==> src/design/ddo_pkg.sv <==
package ddo_pkg;

  // Fixed-point formats
  localparam int FRAC_BITS = 16;
  localparam int ANG_FRAC = 28;
  localparam int ADV_SHIFT = 22 - FRAC_BITS;
  localparam int TURN_SHIFT = ANG_FRAC - FRAC_BITS;
  localparam int CORDIC_STEPS_DEF = 16;

  // Datapath widths of the serial units
  localparam int MUL_W = 32;
  localparam int DVD_W = 64;
  localparam int DIV_W = 40;
  localparam int CW = 34;

  // Configuration port
  localparam int CFG_IDX_W = 2;
  localparam int CFG_DATA_W = 24;
  localparam logic [CFG_IDX_W-1:0] CFG_SEP = 2'd0;
  localparam logic [CFG_IDX_W-1:0] CFG_RADIUS = 2'd1;
  localparam logic [CFG_IDX_W-1:0] CFG_TIMEOUT = 2'd2;

  // Request kinds
  localparam logic [1:0] REQ_TICK = 2'd0;
  localparam logic [1:0] REQ_VEL = 2'd1;
  localparam logic [1:0] REQ_POWER = 2'd2;

  // Constants
  localparam int PI_Q28 = 843314857;
  localparam int HALF_PI_Q28 = 421657428;
  localparam int CORDIC_GAIN_Q28 = 163008219;
  localparam int US_PER_S = 1000000;
  localparam int ADV_DIV = 15625;
  localparam logic [DIV_W-1:0] TWO_PI_Q28 = 40'd1686629714;
  localparam logic [23:0] TIMER_MAX = 24'hFFFFFF;

  localparam logic [27:0] ATAN_Q28 [0:27] = '{
    28'd210828714, 28'd124459457, 28'd65760959, 28'd33381290, 28'd16755422,
    28'd8385879, 28'd4193963, 28'd2097109, 28'd1048571, 28'd524287,
    28'd262144, 28'd131072, 28'd65536, 28'd32768, 28'd16384, 28'd8192,
    28'd4096, 28'd2048, 28'd1024, 28'd512, 28'd256, 28'd128, 28'd64,
    28'd32, 28'd16, 28'd8, 28'd4, 28'd2
  };

  typedef struct packed {
    logic [1:0]         req_type;
    logic [23:0]        step_us;
    logic signed [31:0] linear_cmd;
    logic signed [31:0] turn_cmd;
    logic               power_on;
  } req_t;

  typedef struct packed {
    logic signed [31:0] left_rate;
    logic signed [31:0] right_rate;
    logic signed [31:0] left_angle;
    logic signed [31:0] right_angle;
    logic signed [31:0] pos_x;
    logic signed [31:0] pos_y;
    logic signed [31:0] heading;
    logic signed [31:0] linear_speed;
    logic signed [31:0] turn_rate;
    logic               motors_on;
  } rsp_t;

  typedef struct packed {
    logic signed [DVD_W-1:0] quot;
    logic [DIV_W-1:0]        rem;
    logic                    neg;
  } div_res_t;

  // Clamp to the signed 32-bit range
  function automatic logic signed [31:0] sat32(input logic signed [63:0] v);
    logic signed [31:0] r;
    if (v > 64'sd2147483647) r = 32'sh7FFFFFFF;
    else if (v < -64'sd2147483648) r = 32'sh80000000;
    else r = v[31:0];
    return r;
  endfunction

  // Turn a remainder modulo two pi into an angle in [-pi, pi)
  function automatic logic signed [31:0] wrap_res(input logic [DIV_W-1:0] rem,
                                                  input logic neg);
    logic [DIV_W-1:0] s;
    logic [DIV_W-1:0] d;
    s = (neg && rem != '0) ? (TWO_PI_Q28 - rem) : rem;
    d = s - DIV_W'(PI_Q28);
    return d[31:0];
  endfunction

endpackage

==> src/design/ddo_mul.sv <==
module ddo_mul (
  input  logic                              clk,
  input  logic                              rst,
  input  logic                              start,
  input  logic signed [ddo_pkg::MUL_W:0]    a,
  input  logic signed [ddo_pkg::MUL_W:0]    b,
  output logic                              done,
  output logic signed [2*ddo_pkg::MUL_W-1:0] prod
);
  import ddo_pkg::*;

  localparam int CNT_W = $clog2(MUL_W);

  logic [MUL_W-1:0] mcand;
  logic [MUL_W-1:0] hi;
  logic [MUL_W-1:0] lo;
  logic             neg;
  logic             busy;
  logic [CNT_W-1:0] cnt;
  logic [MUL_W:0]   a_mag;
  logic [MUL_W:0]   b_mag;
  logic [MUL_W:0]   sum;
  logic [2*MUL_W-1:0] mag;

  assign a_mag = a[MUL_W] ? unsigned'(-a) : unsigned'(a);
  assign b_mag = b[MUL_W] ? unsigned'(-b) : unsigned'(b);

  // Add the multiplicand when the low multiplier bit is set
  assign sum = {1'b0, hi} + (lo[0] ? {1'b0, mcand} : '0);

  // Shift-add one multiplier bit per cycle
  always_ff @(posedge clk) begin
    if (rst) begin
      busy <= 1'b0;
      done <= 1'b0;
      cnt <= '0;
    end else begin
      done <= 1'b0;
      if (start) begin
        mcand <= a_mag[MUL_W-1:0];
        lo <= b_mag[MUL_W-1:0];
        hi <= '0;
        neg <= a[MUL_W] ^ b[MUL_W];
        cnt <= '0;
        busy <= 1'b1;
      end else if (busy) begin
        hi <= sum[MUL_W:1];
        lo <= {sum[0], lo[MUL_W-1:1]};
        cnt <= cnt + 1'b1;
        if (cnt == CNT_W'(MUL_W - 1)) begin
          busy <= 1'b0;
          done <= 1'b1;
        end
      end
    end
  end

  // Restore the sign
  assign mag = {hi, lo};
  assign prod = neg ? -signed'(mag) : signed'(mag);

endmodule

==> src/design/ddo_div.sv <==
module ddo_div (
  input  logic                           clk,
  input  logic                           rst,
  input  logic                           start,
  input  logic signed [ddo_pkg::DVD_W-1:0] dvd,
  input  logic [ddo_pkg::DIV_W-1:0]      dvs,
  output logic                           done,
  output ddo_pkg::div_res_t              res
);
  import ddo_pkg::*;

  localparam int CNT_W = $clog2(DVD_W);

  logic [DVD_W-1:0] quo;
  logic [DIV_W-1:0] rem;
  logic [DIV_W-1:0] dvs_r;
  logic             neg;
  logic             busy;
  logic [CNT_W-1:0] cnt;
  logic [DIV_W:0]   part;
  logic [DIV_W+1:0] trial;

  // Trial subtract of the divisor from the shifted partial remainder
  assign part = {rem, quo[DVD_W-1]};
  assign trial = {1'b0, part} - {2'b0, dvs_r};

  // Restoring division, one quotient bit per cycle
  always_ff @(posedge clk) begin
    if (rst) begin
      busy <= 1'b0;
      done <= 1'b0;
      cnt <= '0;
    end else begin
      done <= 1'b0;
      if (start) begin
        quo <= dvd[DVD_W-1] ? unsigned'(-dvd) : unsigned'(dvd);
        rem <= '0;
        dvs_r <= dvs;
        neg <= dvd[DVD_W-1];
        cnt <= '0;
        busy <= 1'b1;
      end else if (busy) begin
        quo <= {quo[DVD_W-2:0], ~trial[DIV_W+1]};
        rem <= trial[DIV_W+1] ? part[DIV_W-1:0] : trial[DIV_W-1:0];
        cnt <= cnt + 1'b1;
        if (cnt == CNT_W'(DVD_W - 1)) begin
          busy <= 1'b0;
          done <= 1'b1;
        end
      end
    end
  end

  // Quotient truncates toward zero, remainder stays a magnitude
  always_comb begin
    res.quot = neg ? -signed'(quo) : signed'(quo);
    res.rem = rem;
    res.neg = neg;
  end

endmodule

==> src/design/ddo_cordic.sv <==
module ddo_cordic #(
  parameter int STEPS = ddo_pkg::CORDIC_STEPS_DEF
) (
  input  logic               clk,
  input  logic               rst,
  input  logic               start,
  input  logic signed [31:0] angle,
  output logic               done,
  output logic signed [31:0] cos_v,
  output logic signed [31:0] sin_v
);
  import ddo_pkg::*;

  localparam int IDX_W = $clog2(STEPS);

  logic signed [CW-1:0] x;
  logic signed [CW-1:0] y;
  logic signed [CW-1:0] z;
  logic signed [CW-1:0] za;
  logic signed [CW-1:0] z0;
  logic signed [CW-1:0] sx;
  logic signed [CW-1:0] sy;
  logic signed [CW-1:0] at;
  logic signed [CW-1:0] xn;
  logic signed [CW-1:0] yn;
  logic                 red_neg;
  logic                 neg;
  logic                 busy;
  logic [IDX_W-1:0]     idx;

  // Fold the angle into the right half plane
  always_comb begin
    za = CW'(angle);
    z0 = za;
    red_neg = 1'b0;
    if (za > CW'(HALF_PI_Q28)) begin
      z0 = za - CW'(PI_Q28);
      red_neg = 1'b1;
    end else if (za < -CW'(HALF_PI_Q28)) begin
      z0 = za + CW'(PI_Q28);
      red_neg = 1'b1;
    end
  end

  assign sx = x >>> idx;
  assign sy = y >>> idx;
  assign at = signed'(CW'(ATAN_Q28[idx]));

  // Rotate one micro-step per cycle
  always_ff @(posedge clk) begin
    if (rst) begin
      busy <= 1'b0;
      done <= 1'b0;
      idx <= '0;
    end else begin
      done <= 1'b0;
      if (start) begin
        x <= CW'(CORDIC_GAIN_Q28);
        y <= '0;
        z <= z0;
        neg <= red_neg;
        idx <= '0;
        busy <= 1'b1;
      end else if (busy) begin
        if (z >= 0) begin
          x <= x - sy;
          y <= y + sx;
          z <= z - at;
        end else begin
          x <= x + sy;
          y <= y - sx;
          z <= z + at;
        end
        idx <= idx + 1'b1;
        if (idx == IDX_W'(STEPS - 1)) begin
          busy <= 1'b0;
          done <= 1'b1;
        end
      end
    end
  end

  // Undo the half-turn fold
  assign xn = neg ? -x : x;
  assign yn = neg ? -y : y;
  assign cos_v = xn[31:0];
  assign sin_v = yn[31:0];

endmodule

==> src/design/diff_drive_odometry_core.sv <==
// Tick: a sequence of twelve divisions on the bit-serial divider and ten products on
// the bit-serial multiplier; with zero step time the last two of each are skipped.
// Velocity command: one product. Motor power and unknown requests are handled in the
// idle state. One item is in work at a time.
// Reset (synchronous, active high) restores the default geometry and timeout, clears
// pose, wheel angles, commands and the command timer, and turns the motors on.
module diff_drive_odometry_core #(
  parameter int CORDIC_STEPS = ddo_pkg::CORDIC_STEPS_DEF
) (
  input  logic                            clk,
  input  logic                            rst,
  input  logic                            req_valid,
  output logic                            req_stall,
  input  ddo_pkg::req_t                   req,
  output logic                            rsp_valid,
  input  logic                            rsp_stall,
  output ddo_pkg::rsp_t                   rsp,
  input  logic                            cfg_we,
  input  logic [ddo_pkg::CFG_IDX_W-1:0]   cfg_index,
  input  logic [ddo_pkg::CFG_DATA_W-1:0]  cfg_wdata
);
  import ddo_pkg::*;

  typedef enum logic [17:0] {
    S_IDLE  = 18'h00001,
    S_VMUL  = 18'h00002,
    S_RATE  = 18'h00004,
    S_AMUL  = 18'h00008,
    S_ADIV  = 18'h00010,
    S_AWRAP = 18'h00020,
    S_TMUL  = 18'h00040,
    S_TMUL2 = 18'h00080,
    S_TDIV  = 18'h00100,
    S_DA    = 18'h00200,
    S_XMUL  = 18'h00400,
    S_YMUL  = 18'h00800,
    S_HWRAP = 18'h01000,
    S_LMUL  = 18'h02000,
    S_LDIV  = 18'h04000,
    S_TMULR = 18'h08000,
    S_TDIVR = 18'h10000,
    S_OUT   = 18'h20000
  } state_t;

  state_t state;

  // Configuration
  logic [18:0] sep;
  logic [16:0] rad;
  logic [23:0] tmo;

  // Persistent state
  logic signed [31:0] lcmd;
  logic signed [31:0] rcmd;
  logic [23:0]        since;
  logic               motors;
  logic signed [31:0] lang;
  logic signed [31:0] rang;
  logic signed [31:0] yaw;
  logic [31:0]        xpos;
  logic [31:0]        ypos;

  // Per-item working registers
  logic [23:0]        step_r;
  logic signed [31:0] lin_cmd;
  logic signed [31:0] trn_cmd;
  logic signed [31:0] wl;
  logic signed [31:0] wr;
  logic signed [31:0] vt;
  logic signed [31:0] d1;
  logic signed [31:0] d2;
  logic signed [31:0] dr;
  logic signed [31:0] da;
  logic signed [31:0] lin_r;
  logic signed [31:0] trn_r;
  logic               sd;
  logic               op_run;
  logic               cs_ok;

  // Unit connections
  logic                     mul_start;
  logic                     mul_done;
  logic signed [MUL_W:0]    mul_a;
  logic signed [MUL_W:0]    mul_b;
  logic signed [2*MUL_W-1:0] prod;
  logic                     div_start;
  logic                     div_done;
  logic signed [DVD_W-1:0]  div_dvd;
  logic [DIV_W-1:0]         div_dvs;
  div_res_t                 dres;
  logic                     cs_start;
  logic                     cs_done;
  logic signed [31:0]       cos_v;
  logic signed [31:0]       sin_v;

  // Derived values
  logic                     op_done;
  logic [24:0]              since_sum;
  logic [23:0]              since_new;
  logic signed [31:0]       cur_cmd;
  logic signed [31:0]       cur_w;
  logic signed [31:0]       cur_ang;
  logic signed [31:0]       q_sat;
  logic signed [31:0]       wrap_now;
  logic signed [32:0]       dsum;
  logic signed [32:0]       dsum_adj;
  logic signed [32:0]       dhalf;
  logic signed [63:0]       hv;
  logic signed [63:0]       lsum;
  logic signed [63:0]       rsum;

  ddo_mul u_mul (
    .clk   (clk),
    .rst   (rst),
    .start (mul_start),
    .a     (mul_a),
    .b     (mul_b),
    .done  (mul_done),
    .prod  (prod)
  );

  ddo_div u_div (
    .clk   (clk),
    .rst   (rst),
    .start (div_start),
    .dvd   (div_dvd),
    .dvs   (div_dvs),
    .done  (div_done),
    .res   (dres)
  );

  ddo_cordic #(
    .STEPS (CORDIC_STEPS)
  ) u_cordic (
    .clk   (clk),
    .rst   (rst),
    .start (cs_start),
    .angle (yaw),
    .done  (cs_done),
    .cos_v (cos_v),
    .sin_v (sin_v)
  );

  assign req_stall = (state != S_IDLE);

  // Saturating command timer
  assign since_sum = {1'b0, since} + {1'b0, req.step_us};
  assign since_new = since_sum[24] ? TIMER_MAX : since_sum[23:0];

  // Select the wheel in work
  assign cur_cmd = sd ? rcmd : lcmd;
  assign cur_w = sd ? wr : wl;
  assign cur_ang = sd ? rang : lang;

  assign q_sat = sat32(dres.quot);
  assign wrap_now = wrap_res(dres.rem, dres.neg);

  // Mean travel, truncated toward zero
  assign dsum = 33'(d1) + 33'(q_sat);
  assign dsum_adj = dsum + (dsum[32] ? 33'sd1 : 33'sd0);
  assign dhalf = dsum_adj >>> 1;

  // Half of the differential speed for a velocity command
  assign hv = prod >>> (FRAC_BITS + 1);
  assign lsum = 64'(lin_cmd) - hv;
  assign rsum = 64'(lin_cmd) + hv;

  assign cs_start = (state == S_IDLE) && req_valid && (req.req_type == REQ_TICK);
  assign op_done = op_run && (mul_done || div_done);

  // Launch the shared units
  assign mul_start = !op_run
                     && (state inside {S_VMUL, S_AMUL, S_TMUL, S_TMUL2, S_XMUL, S_YMUL,
                                       S_LMUL, S_TMULR})
                     && (state != S_XMUL || cs_ok);
  assign div_start = !op_run
                     && (state inside {S_RATE, S_ADIV, S_AWRAP, S_TDIV, S_DA, S_HWRAP,
                                       S_LDIV, S_TDIVR})
                     && !(state == S_RATE && rad == '0)
                     && !(state == S_DA && sep == '0);

  // Operand selection per step
  always_comb begin
    mul_a = '0;
    mul_b = '0;
    div_dvd = '0;
    div_dvs = '0;
    case (state)
      S_VMUL: begin
        mul_a = 33'(trn_cmd);
        mul_b = 33'(sep);
      end
      S_RATE: begin
        div_dvd = 64'(cur_cmd) <<< FRAC_BITS;
        div_dvs = DIV_W'(rad);
      end
      S_AMUL: begin
        mul_a = 33'(cur_w);
        mul_b = 33'(step_r);
      end
      S_ADIV: begin
        div_dvd = prod <<< ADV_SHIFT;
        div_dvs = DIV_W'(ADV_DIV);
      end
      S_AWRAP: begin
        div_dvd = 64'(cur_ang) + dres.quot + 64'(PI_Q28);
        div_dvs = TWO_PI_Q28;
      end
      S_TMUL: begin
        mul_a = 33'(rad);
        mul_b = 33'(cur_w);
      end
      S_TMUL2: begin
        mul_a = 33'(vt);
        mul_b = 33'(step_r);
      end
      S_TDIV: begin
        div_dvd = prod;
        div_dvs = DIV_W'(US_PER_S);
      end
      S_DA: begin
        div_dvd = (64'(d2) - 64'(d1)) <<< ANG_FRAC;
        div_dvs = DIV_W'(sep);
      end
      S_XMUL: begin
        mul_a = 33'(dr);
        mul_b = 33'(cos_v);
      end
      S_YMUL: begin
        mul_a = 33'(dr);
        mul_b = 33'(sin_v);
      end
      S_HWRAP: begin
        div_dvd = 64'(yaw) + 64'(da) + 64'(PI_Q28);
        div_dvs = TWO_PI_Q28;
      end
      S_LMUL: begin
        mul_a = 33'(dr);
        mul_b = 33'(US_PER_S);
      end
      S_LDIV: begin
        div_dvd = prod;
        div_dvs = DIV_W'(step_r);
      end
      S_TMULR: begin
        mul_a = 33'(da);
        mul_b = 33'(US_PER_S);
      end
      S_TDIVR: begin
        div_dvd = prod;
        div_dvs = DIV_W'(step_r) << TURN_SHIFT;
      end
      default: ;
    endcase
  end

  // Sequencer, state update and output register
  always_ff @(posedge clk) begin
    if (rst) begin
      state <= S_IDLE;
      sep <= 19'd15073;
      rad <= 17'd2294;
      tmo <= 24'd1000000;
      lcmd <= '0;
      rcmd <= '0;
      since <= '0;
      motors <= 1'b1;
      lang <= '0;
      rang <= '0;
      yaw <= '0;
      xpos <= '0;
      ypos <= '0;
      sd <= 1'b0;
      op_run <= 1'b0;
      cs_ok <= 1'b0;
      rsp_valid <= 1'b0;
    end else begin
      if (mul_start || div_start) op_run <= 1'b1;
      if (op_done) op_run <= 1'b0;
      if (cs_done) cs_ok <= 1'b1;
      if (rsp_valid && !rsp_stall) rsp_valid <= 1'b0;

      // Register writes
      if (cfg_we) begin
        case (cfg_index)
          CFG_SEP:     sep <= cfg_wdata[18:0];
          CFG_RADIUS:  rad <= cfg_wdata[16:0];
          CFG_TIMEOUT: tmo <= cfg_wdata;
          default: ;
        endcase
      end

      case (state)
        S_IDLE: if (req_valid) begin
          case (req.req_type)
            REQ_TICK: begin
              step_r <= req.step_us;
              since <= since_new;
              if (since_new > tmo || !motors) begin
                lcmd <= '0;
                rcmd <= '0;
              end
              sd <= 1'b0;
              cs_ok <= 1'b0;
              state <= S_RATE;
            end
            REQ_VEL: begin
              lin_cmd <= req.linear_cmd;
              trn_cmd <= req.turn_cmd;
              state <= S_VMUL;
            end
            REQ_POWER: motors <= req.power_on;
            default: ;
          endcase
        end
        S_VMUL: if (op_done) begin
          lcmd <= sat32(lsum);
          rcmd <= sat32(rsum);
          since <= '0;
          state <= S_IDLE;
        end
        S_RATE: begin
          if (rad == '0) begin
            if (sd) wr <= '0;
            else wl <= '0;
            state <= S_AMUL;
          end else if (op_done) begin
            if (sd) wr <= q_sat;
            else wl <= q_sat;
            state <= S_AMUL;
          end
        end
        S_AMUL: if (op_done) state <= S_ADIV;
        S_ADIV: if (op_done) state <= S_AWRAP;
        S_AWRAP: if (op_done) begin
          if (sd) rang <= wrap_now;
          else lang <= wrap_now;
          state <= S_TMUL;
        end
        S_TMUL: if (op_done) begin
          vt <= sat32(prod >>> FRAC_BITS);
          state <= S_TMUL2;
        end
        S_TMUL2: if (op_done) state <= S_TDIV;
        S_TDIV: if (op_done) begin
          if (sd) begin
            d2 <= q_sat;
            dr <= dhalf[31:0];
            state <= S_DA;
          end else begin
            d1 <= q_sat;
            sd <= 1'b1;
            state <= S_RATE;
          end
        end
        S_DA: begin
          if (sep == '0) begin
            da <= '0;
            state <= S_XMUL;
          end else if (op_done) begin
            da <= q_sat;
            state <= S_XMUL;
          end
        end
        S_XMUL: if (op_done) begin
          xpos <= xpos + prod[ANG_FRAC+31:ANG_FRAC];
          state <= S_YMUL;
        end
        S_YMUL: if (op_done) begin
          ypos <= ypos + prod[ANG_FRAC+31:ANG_FRAC];
          state <= S_HWRAP;
        end
        S_HWRAP: if (op_done) begin
          yaw <= wrap_now;
          if (step_r == '0) begin
            lin_r <= '0;
            trn_r <= '0;
            state <= S_OUT;
          end else begin
            state <= S_LMUL;
          end
        end
        S_LMUL: if (op_done) state <= S_LDIV;
        S_LDIV: if (op_done) begin
          lin_r <= q_sat;
          state <= S_TMULR;
        end
        S_TMULR: if (op_done) state <= S_TDIVR;
        S_TDIVR: if (op_done) begin
          trn_r <= q_sat;
          state <= S_OUT;
        end
        S_OUT: if (!rsp_valid || !rsp_stall) begin
          rsp.left_rate <= wl;
          rsp.right_rate <= wr;
          rsp.left_angle <= lang;
          rsp.right_angle <= rang;
          rsp.pos_x <= xpos;
          rsp.pos_y <= ypos;
          rsp.heading <= yaw;
          rsp.linear_speed <= lin_r;
          rsp.turn_rate <= trn_r;
          rsp.motors_on <= motors;
          rsp_valid <= 1'b1;
          state <= S_IDLE;
        end
        default: state <= S_IDLE;
      endcase
    end
  end

  // A result transaction appears only from the output step
  assert property (@(posedge clk) disable iff (rst)
    $rose(rsp_valid) |-> $past(state == S_OUT))
    else $error("result loaded outside the output step");

  // Body motion starts only after both wheels are done
  assert property (@(posedge clk) disable iff (rst)
    (state == S_DA) |-> sd)
    else $error("body step reached with left wheel only");

  // A tick with the motors off drops both speed commands
  assert property (@(posedge clk) disable iff (rst)
    (req_valid && !req_stall && req.req_type == REQ_TICK && !motors)
    |=> (lcmd == '0 && rcmd == '0))
    else $error("speed commands kept with motors off");

  // Zero step time gives zero body speeds
  assert property (@(posedge clk) disable iff (rst)
    (state == S_OUT && step_r == '0) |-> (lin_r == '0 && trn_r == '0))
    else $error("nonzero speed for zero step time");

endmodule

==> config.mk <==
export PLATFORM = sky130hd
export DESIGN_NAME = diff_drive_odometry_core
export DESIGN_NICKNAME = d
export VERILOG_FILES = /design/src/design/ddo_pkg.sv /design/src/design/ddo_mul.sv /design/src/design/ddo_div.sv /design/src/design/ddo_cordic.sv /design/src/design/diff_drive_odometry_core.sv
export SDC_FILE = /design/constraint.sdc
export NUM_CORES = 2
export LEC_CHECK = 0
export BUFFER_PORTS_ARGS = -buffer_cell sky130_fd_sc_hd__buf_2
export CAP_MARGIN = 20
export CORE_MARGIN = 2
export CORE_UTILIZATION = 32
export DETAILED_ROUTE_END_ITERATION = 10
export PLACE_DENSITY = 0.58
export SLEW_MARGIN = 5
export SYNTH_ARGS = -nofsm -noshare
export SYNTH_HDL_FRONTEND = slang
export SYNTH_SLANG_ARGS = --single-unit
==> constraint.sdc <==
create_clock -name clk -period 52.7 [get_ports clk]
set_input_delay 7.905 -clock clk [delete_from_list [all_inputs] [get_ports clk]]
set_output_delay 7.905 -clock clk [all_outputs]
set_load 0.01 [all_outputs]
[After elaboration in Yosys (flattened, before gate mapping)]
Memories as Yosys holds them, arrays and structs flattened.
Cells that the tools add are included.
Cells by class
  $add $sub $neg: 34
  $lt $le $gt $ge: 13
  eq/ne operators: 53
  shift operators: 2
  multiplexer cells: 115
  bitwise operators: 8
  reduce and logical (&&, ||, !) cells: 82
Operators by type and width (number)
  32-bit 2-to-1 mux: 35
  33-bit one-hot mux with 6 select lines: 2
  64-bit one-hot mux with 6 select lines: 1
  18-bit 2-to-1 mux: 21
  18-bit one-hot mux with 18 select lines: 1
  64-bit 2-to-1 mux: 5
  34-bit 2-to-1 mux: 9
  32-bit one-hot mux with 2 select lines: 4
  36-bit one-hot mux with 7 select lines: 1
  64-bit negator: 3
  48-bit by 32-bit greater-than comparator with 1-bit output (second input constant): 3
  48-bit by 32-bit < comparator with 1-bit output (second input constant): 3
  32-bit negator: 4
  24-bit 2-to-1 mux: 4
  40-bit 2-to-1 mux: 2
  34-bit adder: 2
  34-bit by 4-bit >>> shifter with 34-bit output: 2
  34-bit subtractor: 2
  32-bit by 32-bit adder with 33-bit output: 2
  32-bit adder: 2
  32-bit by 64-bit adder with 64-bit output: 1
  64-bit by 31-bit adder with 64-bit output (second input constant): 1
  64-bit by 32-bit greater-than comparator with 1-bit output (second input constant): 1
  64-bit by 32-bit < comparator with 1-bit output (second input constant): 1
  77 further kinds: 195
Storage, ports and cells
  register bits after elaboration: 1362
  memory bits (read-only): 896
  bits of input ports: 122
  output and inout port bits: 291
  logic and storage cells: 368
  memories: 1
Memory list
  (no name shown): words 32, width 28, rd ports 1, clocked after memory_dff 0, write ports 0, RTL line ddo_cordic.sv:47  | assign at = signed'(CW'(ATAN_Q28[idx]));

[Longest topological paths before layout]
  word-level depth: 8
  gate-level depth with buffers: 36
  gate-level depth less buffers: 32

[Modules after synthesis]
From an unflattened synthesis, not the netlist that was laid out.
Second synthesis, totals
  cell total of the unflattened synthesis: 10633
  area, all modules: 97743.7 µm²
Modules (own cells, without submodules)
  diff_drive_odometry_core: times used 1, cells each 6309, area each 60320.4 µm², sequential area each 26595.5 µm²
  ddo_cordic: times used 1, cells each 2247, area each 18323.8 µm², sequential area each 3213.1 µm²
  ddo_div: times used 1, cells each 1172, area each 10807.9 µm², sequential area each 4514.3 µm²
  ddo_mul: times used 1, cells each 905, area each 8291.7 µm², sequential area each 3052.9 µm²

[Least setup slack after synthesis]
OpenSTA, ideal clock, no wires.
  path type: input -> register
  from: in rst
  to: reg rsp[0] (netlist name) (enable)
  library setup time: 1.352 ns
  arrival: 29.208 ns
  data required time: 51.348 ns
  setup slack: 22.140 ns
  cell stages on the path: 3
  buffers on the path: 2
  cells stage by stage: clkbuf_1 -> clkbuf_1 -> nor3b_1
Between the ends
  longest elaborated chain between the ends: 2
Ends and longest elaborated chain
  from (decl): RTL line diff_drive_odometry_core.sv:11  | input logic rst,
  1-bit NOT (no source line)
  3-bit AND reduction (no source line)
  to (decl): RTL line diff_drive_odometry_core.sv:17  | output ddo_pkg::rsp_t rsp,
No other way between the ends.
A chain may end at the register's enable or synchronous reset.

[Worst setup path in the final report]
  from: in req[65] (netlist name)
  to: reg rcmd[16]
Between the ends
  longest elaborated chain between the ends: 6
Ends and longest elaborated chain
  from (decl): RTL line diff_drive_odometry_core.sv:14  | input ddo_pkg::req_t req,
  24-bit by 24-bit adder with 25-bit output: RTL line diff_drive_odometry_core.sv:147  | assign since_sum = {1'b0, since} + {1'b0, req.step_us};
  24-bit 2-to-1 mux: RTL line diff_drive_odometry_core.sv:148  | assign since_new = since_sum[24] ? TIMER_MAX : since_sum[23:0];
  24-bit greater-than comparator: RTL line diff_drive_odometry_core.sv:299  | if (since_new > tmo || !motors) begin
  1-bit logical OR: RTL line diff_drive_odometry_core.sv:299
  2-bit by 1-bit != test with 1-bit output (no source line)
  5-bit AND reduction (no source line)
  to (signal assigned): RTL line diff_drive_odometry_core.sv:318  | rcmd <= sat32(rsum);
  to (decl): RTL line diff_drive_odometry_core.sv:54  | logic signed [31:0] rcmd;
No other way between the ends.

==> results.cfg <==
[timing]
slew_viol_final = 0
whs_ns = 0.4123
fin_crit_sh = 0.2673
rsz0062_at_grt = false
skew_ns = 0.07160
post-route-min-period_ns = 14.08
hold_viol = 0
finalSetupViolCount = 0
worst_pin_slew_ns = 1.356
fin_setup_tns_ns = 0
slew_headroom = 0.08645
fmax_mhz = 71.00

[final_layout]
fin_area_um2 = 110600
area_delta_synth_final_pct = 13.46
fillCellCount = 30960
utilization = 0.3651
final_layout_size_suffix_gt1_frac = 0.1103
fin_nets = 11950
instances_no_fill = 15300
multi_input_area_um2 = 56620
seq_area_um2 = 37270

[synth]
synth_top_flop_cell = edfxtp_1
synthCells = 10880
synth_edf_count = 1006
synth_cell_type_count = 110
syn-cell-area_um2 = 97500
yosys_register_bits = 1358
syn_avg_cell_area_um2 = 8.961
synth_warnings = 0
syn_nets = 11660
postSynth.asyncResetShare = 0
seq_area_frac_synth = 0.3821

[pwr]
internal-power_uw = 2216
pwr-share-seq = 0.385
p_clk_frac = 0.370
total_leakage_power_uw = 0.04242
ir_worst_vdd_mv = 0.02383
power_switching_uw = 1061
swShare = 0.3238
combPwrFrac = 0.245
power_density_nw_per_um2 = 29.62

[status]
status = completed

[route]
drt-initial-drc-count = 11220
drt-wirelength-per-cell_um = 26.17
drt-total-wl_um = 400400
num_vias = 88820
drc = 0
first_pass_iters = 9
ant_nets = 0
vias_per_cell = 5.806

[clock_network]
clock_latency_ns = 0.87
h-tree-depth = 4
cts_tree = built
numClockSinks = 1358
cts_made_buffers = 164
cts.clk_slew.worst_paths_ns = 0.06
cts_root_buffer = clkbuf_16
ctsHoldBuffers = 0
clock_path_buffers = 4
cts_setup_buffers = 0
cts-resized-gates = 0

[min_path]
hold_class = reg2reg

[setup_path]
critPathMaxStageDelay_ns = 0.93
arrival_ns = 14.80
crit_path_end_kind = flop
critPathLaunchType = primary input
crit_top_cell = a21oi_1
crit_fanout = 50
rr_worst_depth = 32
timing.rr.start = u_div.quo[31]$_DFFE_PP_
setup.worst_path.end = rcmd[16]$_SDFFE_PP0P_
reg2reg_to = dr[31]$_DFFE_PP_
worstPathRequired_ns = 53.42
ff2ff_setup_slack_ns = 41.61
cp_slowest_cell = o21ai_0
path_class = in2reg
startpoint = req[65]

[job]
drv_cap = 0

[floorplanning]
fp.dieArea_um2 = 309100
rows = 202
ioPinCount = 413
core-area_um2 = 303000
start_util = 0.3218
die_h_um = 556
die_w_um = 556

[global_routing]
grt-ovfl-total = 0
antenna_found_initial = 46
grt_use_total = 0.2476
grt_pass1_wl_um = 567200
grt_pass1_vias = 79650
grt_max_degree = 98

[place]
port_buffers = 412
place_area_um2 = 104700
dp.cells = 14970
dp_hpwl_um = 313700
gp_congestion = 1.004
-- critical path: cells and delay by family --
kind / cells / cell delay, ns
simple gates: 7 / 1.01
compound gates: 19 / 4.28
buf+inv: 5 / 0.88
fa+ha+maj: 3 / 0.67
-- power by group through the flow --
stage | clock network, µW | registers, µW | logic [µW]
6_report | 1210 | 1260 | 803
5_1_grt | 1270 | 1260 | 879
4_1_cts | 1230 | 1260 | 787
3_5_place_dp | 0 | 1280 | 783
3_3_place_gp | 0 | 1280 | 779
2_1_floorplan | 0 | 1250 | 570
-- synthesized netlist by cell type, types with 134 or more instances --
cell / n / area share
nand2_1: 1148 / 0.044
edfxtp_1: 1006 / 0.31
nor2_1: 913 / 0.035
o21ai_0: 867 / 0.045
a21oi_1: 849 / 0.044
ha_1: 647 / 0.083
xnor2_1: 528 / 0.047
inv_1: 499 / 0.019
clkbuf_1: 461 / 0.018
xor2_1: 356 / 0.032
dfxtp_1: 352 / 0.072
nand3_1: 231 / 0.012
nor3_1: 219 / 0.011
a21o_1: 210 / 0.016
mux2i_1: 161 / 0.017
a211oi_1: 134 / 0.010
-- through the flow --
stage / total power [µW] / worst slack, ns
after floorplan: 1821 / 22.14
after global placement: 2059 / 37.11
after detailed placement: 2063 / 37.14
after CTS: 3280 / 38.01
after global routing: 3414 / 38.03
final: 3277 / 38.62
-- layout by cell type (no fill, tap or decap), drive strengths merged, types with 60 or more instances in the layout --
cell type,count
dfxtp,352
nor4,109
buf,667
xnor2,528
a21oi,849
clkbuf,224
or3,101
nor3,223
nor2,913
nand4,125
a31oi,83
and2,112
o21a,112
inv,516
a211oi,134
o31ai,126
o22ai,60
edfxtp,1006
a21o,210
mux2i,161
ha,647
or4,66
nand2b,109
or2,64
o21ai,887
nand2,1148
xor2,359
nand3,233
nor2b,92
and3,92
-- cell type report --
| cell class | instances | share of cell area |
|---|---|---|
| diodes | 12 | 0.0002714 |
| flip-flops and latches | 1358 | 0.3369 |
| clock buffers | 222 | 0.04301 |
| multi-input cells | 8476 | 0.5118 |
| inverters | 502 | 0.01703 |
| clock inverters | 81 | 0.009002 |
| well taps | 3978 | 0.04499 |
| repair buffers | 669 | 0.03698 |
-- registers in the layout (all words and copies together), names as in the netlist, 34 cells and up --
signal and cells:
rsp 289, u_cordic.x 34, u_cordic.y 34, u_cordic.z 34, u_div.dvs_r 36, u_div.quo 64, u_div.rem 40
-- how the worst min path moves through the flow --
stage                         to  slack (ns)  cells after the start                     from
2_1_floorplan  rsp[10]$_DFFE_PP_        0.40                      0   trn_r[9]$_SDFFCE_PP0P_
3_3_place_gp   rsp[15]$_DFFE_PP_        0.40                      0  trn_r[14]$_SDFFCE_PP0P_
3_5_place_dp   rsp[11]$_DFFE_PP_        0.40                      0  trn_r[10]$_SDFFCE_PP0P_
4_1_cts         rsp[5]$_DFFE_PP_        0.41                      0   trn_r[4]$_SDFFCE_PP0P_
5_1_grt        rsp[59]$_DFFE_PP_        0.41                      0  lin_r[26]$_SDFFCE_PN0P_
6_report       rsp[38]$_DFFE_PP_        0.41                      0   lin_r[5]$_SDFFCE_PN0P_
-- per-layer routing --
layer | vias up | global-route usage | part of all wire
met1 | 42900 | 0.3519 | 0.44
met4 | 36 | 0.1089 | 0.050
met5 | - | 0.001875 | 0.00076
li1 | 40780 | - | -
met2 | 4389 | 0.3579 | 0.41
met3 | 721 | 0.05187 | 0.10
-- cell families (layout without fill, tap and decap cells) --
family / after synthesis / in the layout / synth area share
xor+xnor: 887 / 887 / 0.07991
mux: 255 / 255 / 0.03270
flops: 1358 / 1358 / 0.3821
compound gates: 3172 / 3172 / 0.2081
simple gates: 3501 / 3501 / 0.1705
fa+ha+maj: 661 / 661 / 0.08590
buf+inv: 1047 / 1474 / 0.04086
other cells: 0 / 12 / 0
(Power assumes the default switching activity.)
